<file path="config.mk">
export PLATFORM = sky130hd
export DESIGN_NAME = pcdb_front
export DESIGN_NICKNAME = d
export VERILOG_FILES = /design/src/hw/rtl/pcdb_pkg.sv /design/src/hw/rtl/pcdb_front.sv
export SDC_FILE = /design/constraint.sdc
export NUM_CORES = 1
export LEC_CHECK = 0
export BUFFER_PORTS_ARGS = -buffer_cell sky130_fd_sc_hd__buf_2
export CORE_MARGIN = 4
export CORE_UTILIZATION = 30
export DETAILED_ROUTE_END_ITERATION = 10
export PLACE_DENSITY = 0.55
export SLEW_MARGIN = 20
export SYNTH_ARGS = -nofsm -noshare
export SYNTH_HDL_FRONTEND = slang
export SYNTH_SLANG_ARGS = --single-unit
</file>
<file path="constraint.sdc">
create_clock -name clk -period 45.8 [get_ports clk]
set_clock_uncertainty 0.05 [all_clocks]
set_input_delay 2.29 -clock clk [delete_from_list [all_inputs] [get_ports clk]]
set_output_delay 2.29 -clock clk [all_outputs]
set_load 0.005 [all_outputs]
</file>
<file path="src/hw/rtl/pcdb_pkg.sv">
`timescale 1ns / 1ps

package pcdb_pkg;

  localparam int RING_DEPTH_DEF   = 256;
  localparam int PAYLOAD_BITS_DEF = 32;

  localparam logic [2:0] OPC_ROLL    = 3'd0;
  localparam logic [2:0] OPC_FREEZE  = 3'd1;
  localparam logic [2:0] OPC_QUERY   = 3'd2;
  localparam logic [2:0] OPC_READ    = 3'd3;
  localparam logic [2:0] OPC_RELEASE = 3'd4;

  localparam logic STATUS_OK      = 1'b0;
  localparam logic STATUS_INVALID = 1'b1;

  typedef enum logic [2:0] {
    OPK_ROLL,
    OPK_FREEZE,
    OPK_QUERY,
    OPK_READ,
    OPK_RELEASE,
    OPK_BAD
  } op_kind_t;

  typedef enum logic [1:0] {
    MODE_FREE    = 2'd0,
    MODE_ROLLING = 2'd1,
    MODE_FROZEN  = 2'd2
  } mode_t;

  typedef enum logic [2:0] {
    S_IDLE,
    S_EXEC,
    S_TRIM,
    S_LAST,
    S_FETCH
  } state_t;

  typedef struct packed {
    logic [2:0]  opcode;
    logic [63:0] seq_value;
    logic [31:0] frame_payload;
    logic [31:0] session_generation;
    logic [63:0] session_min_seq;
    logic [1:0]  snap_bank;
    logic [63:0] snap_first_seq;
    logic [8:0]  snap_count;
    logic [7:0]  frame_index;
  } in_t;

  typedef struct packed {
    logic        status_code;
    logic [63:0] out_first_seq;
    logic [8:0]  out_count;
    logic        out_bank;
    logic [63:0] out_frame_seq;
    logic [31:0] out_frame_payload;
    logic        cut_hit;
    logic [63:0] newest_kept_seq;
    logic [63:0] trigger_echo_seq;
  } out_t;

  typedef struct packed {
    op_kind_t kind;
    in_t      f;
  } q_item_t;

  typedef struct packed {
    logic    valid;
    q_item_t item;
  } q_head_t;

endpackage

</file>
<file path="src/hw/rtl/pcdb_front.sv">
`timescale 1ns / 1ps

module pcdb_front (
  input  logic              clk,
  input  logic              rst,
  input  logic              in_valid,
  output logic              in_ready,
  input  pcdb_pkg::in_t     in_data,
  output pcdb_pkg::q_head_t head,
  input  logic              pop
);

  pcdb_pkg::q_item_t q [2];
  logic [1:0] cnt;
  logic       wp;
  logic       rp;
  logic       push;
  pcdb_pkg::op_kind_t kind;

  always_comb begin
    case (in_data.opcode)
      pcdb_pkg::OPC_ROLL:    kind = pcdb_pkg::OPK_ROLL;
      pcdb_pkg::OPC_FREEZE:  kind = pcdb_pkg::OPK_FREEZE;
      pcdb_pkg::OPC_QUERY:   kind = pcdb_pkg::OPK_QUERY;
      pcdb_pkg::OPC_READ:    kind = pcdb_pkg::OPK_READ;
      pcdb_pkg::OPC_RELEASE: kind = pcdb_pkg::OPK_RELEASE;
      default:               kind = pcdb_pkg::OPK_BAD;
    endcase
  end

  assign in_ready   = (cnt != 2'd2);
  assign push       = in_valid && in_ready;
  assign head.valid = (cnt != 2'd0);
  assign head.item  = q[rp];

  always_ff @(posedge clk) begin
    if (rst) begin
      cnt <= 2'd0;
      wp  <= 1'b0;
      rp  <= 1'b0;
    end else begin
      if (push) begin
        q[wp].kind <= kind;
        q[wp].f    <= in_data;
        wp         <= ~wp;
      end
      if (pop) begin
        rp <= ~rp;
      end
      if (push && !pop) begin
        cnt <= cnt + 2'd1;
      end else if (pop && !push) begin
        cnt <= cnt - 2'd1;
      end
    end
  end

endmodule

</file>
==> impl_results.rst <==
.. list-table::
   :header-rows: 1

   * - Metric
     - Value
   * - Data required time at the worst endpoint
     - 43.46 ns
   * - Met1 wire length
     - 17,900 um
   * - FF/Latch Area
     - 17,000 um^2
   * - Portion of the clock cycle consumed by the worst path in the final layout
     - 0.127
   * - Total wire length after detailed routing
     - 47,100 um
   * - Type of origin of the critical path
     - register
   * - Total Neg Setup Slack
     - 0 ns
   * - Antenna violations before repair
     - 13
   * - Area of the multi-input gates
     - 3640 um^2
   * - Sum of met3 wire segment lengths after detailed routing
     - 3940 um
   * - Total global routing track utilization
     - 0.121
   * - Static leakage power
     - 9.97 nW
   * - I/O pin cnt
     - 565
   * - Maximum cell stage delay along the critical path
     - 0.80 ns
   * - CP max FO
     - 61
   * - Worst setup path class
     - register to output port
   * - Share of post-route cells with drive strength above 1
     - 0.611
   * - Number of core rows
     - 96
   * - Number of H-tree levels
     - 2
   * - Register area share after synthesis
     - 0.814
   * - Fmax
     - 0.172 GHz
   * - Global-route wire length before repair
     - 69,200 um
   * - Number of remaining DRC errors
     - 0
   * - Post-Syn Nets
     - 1,187
   * - Critical-path top delay cell
     - sky130_fd_sc_hd__buf_4
   * - Clock sink total
     - 567
   * - HP Class
     - register to register
   * - Post-route antenna net violation count
     - 0
   * - Nets
     - 1,790
   * - Post-synthesis area per instance
     - 23.1 um^2
   * - Clk Latency, worst-skew pair
     - 0.58 ns
   * - Largest net degree at the start of global routing
     - 151
   * - Pwr per Cell Area
     - 46.3 nW/um^2
   * - Distinct cells, synth
     - 22
   * - Count of port buffers added during placement
     - 564
   * - CP cell instances
     - buf_4, buf_4, mux2_2, buf_2
   * - Number of optimization iterations in the first detailed-route pass
     - 5
   * - Total congestion overflow
     - 0
   * - Final HPWL from detailed placement
     - 32,100 um
   * - Type of destination of the critical path
     - output port
   * - Worst-margin pin slew
     - 1.17 ns
   * - Pins over their slew limit
     - 0
   * - Number of clock buffers inserted by TritonCTS
     - 58
   * - Via total after detailed routing
     - 10.6k
   * - Total count of hold-check failures in the final report
     - 0
   * - DRT iter0 DRCs
     - 610
   * - Warnings from Yosys
     - 0
   * - Layout Area Growth over Synthesis
     - 28.6%
   * - Smallest setup slack after layout
     - 39.99 ns
   * - X dimension of the die
     - 272 um
   * - Clock root cell
     - sky130_fd_sc_hd__clkbuf_16
   * - Postcts setup bufs
     - 0
   * - Status
     - complete, no violations
   * - Post-CTS Hold Fix Bufs
     - 0
   * - Buffer depth of the longest clock path
     - 3
   * - Vertical die dimension
     - 272 um
   * - Global placer's final weighted congestion
     - 0.767
   * - Number of instances in the synthesized netlist
     - 904
   * - Area of the placeable core
     - 68,800 um^2
   * - CTS tree
     - yes
   * - Starting density of the core
     - 0.303
   * - Routed WL per cell
     - 18.9 um
   * - Vias in the first global route
     - 11.4k
   * - Final number of setup-violating endpoints
     - 0
   * - Time the worst path needs with I/O delays and setup
     - 5.81 ns
   * - IR Drop Worst-Case VDD
     - 0.0000365 V
   * - Clock-pin slew of the registers on the worst-case setup and hold paths
     - 0.06 ns
   * - Filler cells
     - 6,351
   * - Crit path DAT
     - 3.47 ns
   * - Via density
     - 4.25
   * - Register bit total from synthesis
     - 567
   * - Most repeated library cell on the critical path
     - sky130_fd_sc_hd__buf_4
   * - Highest routed layer
     - met5
   * - Worst setup slack after placement
     - 40.16 ns
   * - Headroom to the max-slew limit
     - 0.217
   * - Met2 wire length
     - 23,900 um
   * - CTS-repair resized insts
     - 0
   * - Cell area after technology mapping
     - 20,900 um^2
   * - Max capacitance violation total
     - 0
   * - RSZ-0062 raised after global routing
     - no
   * - Die ar.
     - 73,800 um^2
## final timing paths
| kind | start | to | slack (ns) | cells after the start |
|---|---|---|---|---|
| setup / recovery | register | head[160] | 39.99 | 4 |
| hold / removal | cnt[1]$_SDFFE_PP0P_ | cnt[1]$_SDFFE_PP0P_ | 0.46 | 2 |
| setup reg to reg | cnt[0]$_SDFFE_PP0P_ | q[1][216]$_DFFE_PP_ | 42.05 | 7 |
| hold reg to reg | cnt[1]$_SDFFE_PP0P_ | cnt[1]$_SDFFE_PP0P_ | 0.46 | 2 |
## area by class of cell
type                            instances  share of cell area
Sequential cell                       567               0.633
Tap cell                              931              0.0434
Timing Repair Buffer                  575               0.109
Multi-Input combinational cell        301               0.136
Clock buffer                           69              0.0580
Clock inverter                         39              0.0201
Inverter                                4            0.000559
Antenna cell                            6            0.000559
## sequential cells by signal, indices dropped and copies added (netlist names), named ones only
| register | count |
|---|---|
| rp | 1 |
| wp | 1 |
| q | 562 |
| cnt | 2 |
## cell usage in the layout, fill, tap and decap left out, types with 2 or more instances in the layout
cell                        instances
sky130_fd_sc_hd__buf_4              9
sky130_fd_sc_hd__nor2b_1            2
sky130_fd_sc_hd__buf_12             2
sky130_fd_sc_hd__buf_2            564
sky130_fd_sc_hd__dfxtp_1            4
sky130_fd_sc_hd__diode_2            6
sky130_fd_sc_hd__o21ai_0            2
sky130_fd_sc_hd__bufinv_16         14
sky130_fd_sc_hd__mux2_4            90
sky130_fd_sc_hd__nor2_1             3
sky130_fd_sc_hd__clkbuf_1           8
sky130_fd_sc_hd__inv_1              4
sky130_fd_sc_hd__a21oi_1            2
sky130_fd_sc_hd__xor2_1             2
sky130_fd_sc_hd__clkinv_1          10
sky130_fd_sc_hd__or3_1              2
sky130_fd_sc_hd__mux2_2           191
sky130_fd_sc_hd__edfxtp_1         562
sky130_fd_sc_hd__clkinv_2          13
sky130_fd_sc_hd__clkbuf_16         61
## cell usage after synthesis
master	number	share of area
sky130_fd_sc_hd__buf_2	10	0.0024
sky130_fd_sc_hd__buf_6	10	0.0054
sky130_fd_sc_hd__nand2_1	1	0.00018
sky130_fd_sc_hd__nor2_1	3	0.00054
sky130_fd_sc_hd__buf_4	11	0.0040
sky130_fd_sc_hd__xnor2_1	1	0.00042
sky130_fd_sc_hd__nor3b_1	1	0.00036
sky130_fd_sc_hd__edfxtp_1	562	0.81
sky130_fd_sc_hd__o21ai_0	2	0.00048
sky130_fd_sc_hd__nor3_1	1	0.00024
sky130_fd_sc_hd__or2_2	1	0.00030
sky130_fd_sc_hd__xor2_1	2	0.00084
sky130_fd_sc_hd__a21o_1	1	0.00036
sky130_fd_sc_hd__clkbuf_1	1	0.00018
sky130_fd_sc_hd__mux2_2	191	0.10
sky130_fd_sc_hd__a21oi_1	2	0.00048
sky130_fd_sc_hd__inv_1	4	0.00072
sky130_fd_sc_hd__mux2_4	90	0.065
sky130_fd_sc_hd__or3_1	2	0.00060
sky130_fd_sc_hd__dfxtp_1	5	0.0048
sky130_fd_sc_hd__nor2b_1	2	0.00060
sky130_fd_sc_hd__ha_1	1	0.00060
## power breakdown
part	leakage, nW	switching [mW]	internal (mW)
sequential	5.19	0.00758	0.605
combinational	3.75	0.0602	0.0604
clock	1.03	0.190	0.320
## layer usage
metal / global-route usage / vias to the layer above
met4: 0.0386 / 10
met2: 0.210 / 402
li1: - / 4823
met5: 0 / -
met3: 0.0452 / 95
met1: 0.137 / 5262
## critical path, delay by kind of cell, from the launching register on
| family | cells | cell delay, ns |
|---|---|---|
| muxes | 1 | 0.42 |
| DFF | 1 | 0.61 |
| buffers and inverters | 3 | 1.72 |
## cells by family after synthesis
logic type	after synthesis	synth area share
multiplexers	281	0.168
flip-flops	567	0.814
buffers and inverters	36	0.0127
AND/OR/NAND/NOR	11	0.00282
adder cells (fa/ha/maj)	1	0.000599
AO/OA/AOI/OAI	5	0.00132
XOR/XNOR	3	0.00126
## per-stage QoR
stage	hold slack [ns]	utilization	cell area, um^2	cells	total power [mW]
finish	0.456	0.390	26800	2492	1.24
global route	0.492	0.390	26800	2491	1.30
CTS	0.455	0.390	26800	2486	1.26
detailed placement	0.445	0.359	24700	2378	0.747
global placement	0.426	0.359	24700	2378	0.745
floorplan	0.406	-	20900	904	0.710
Power figures use the tool's default switching activity.
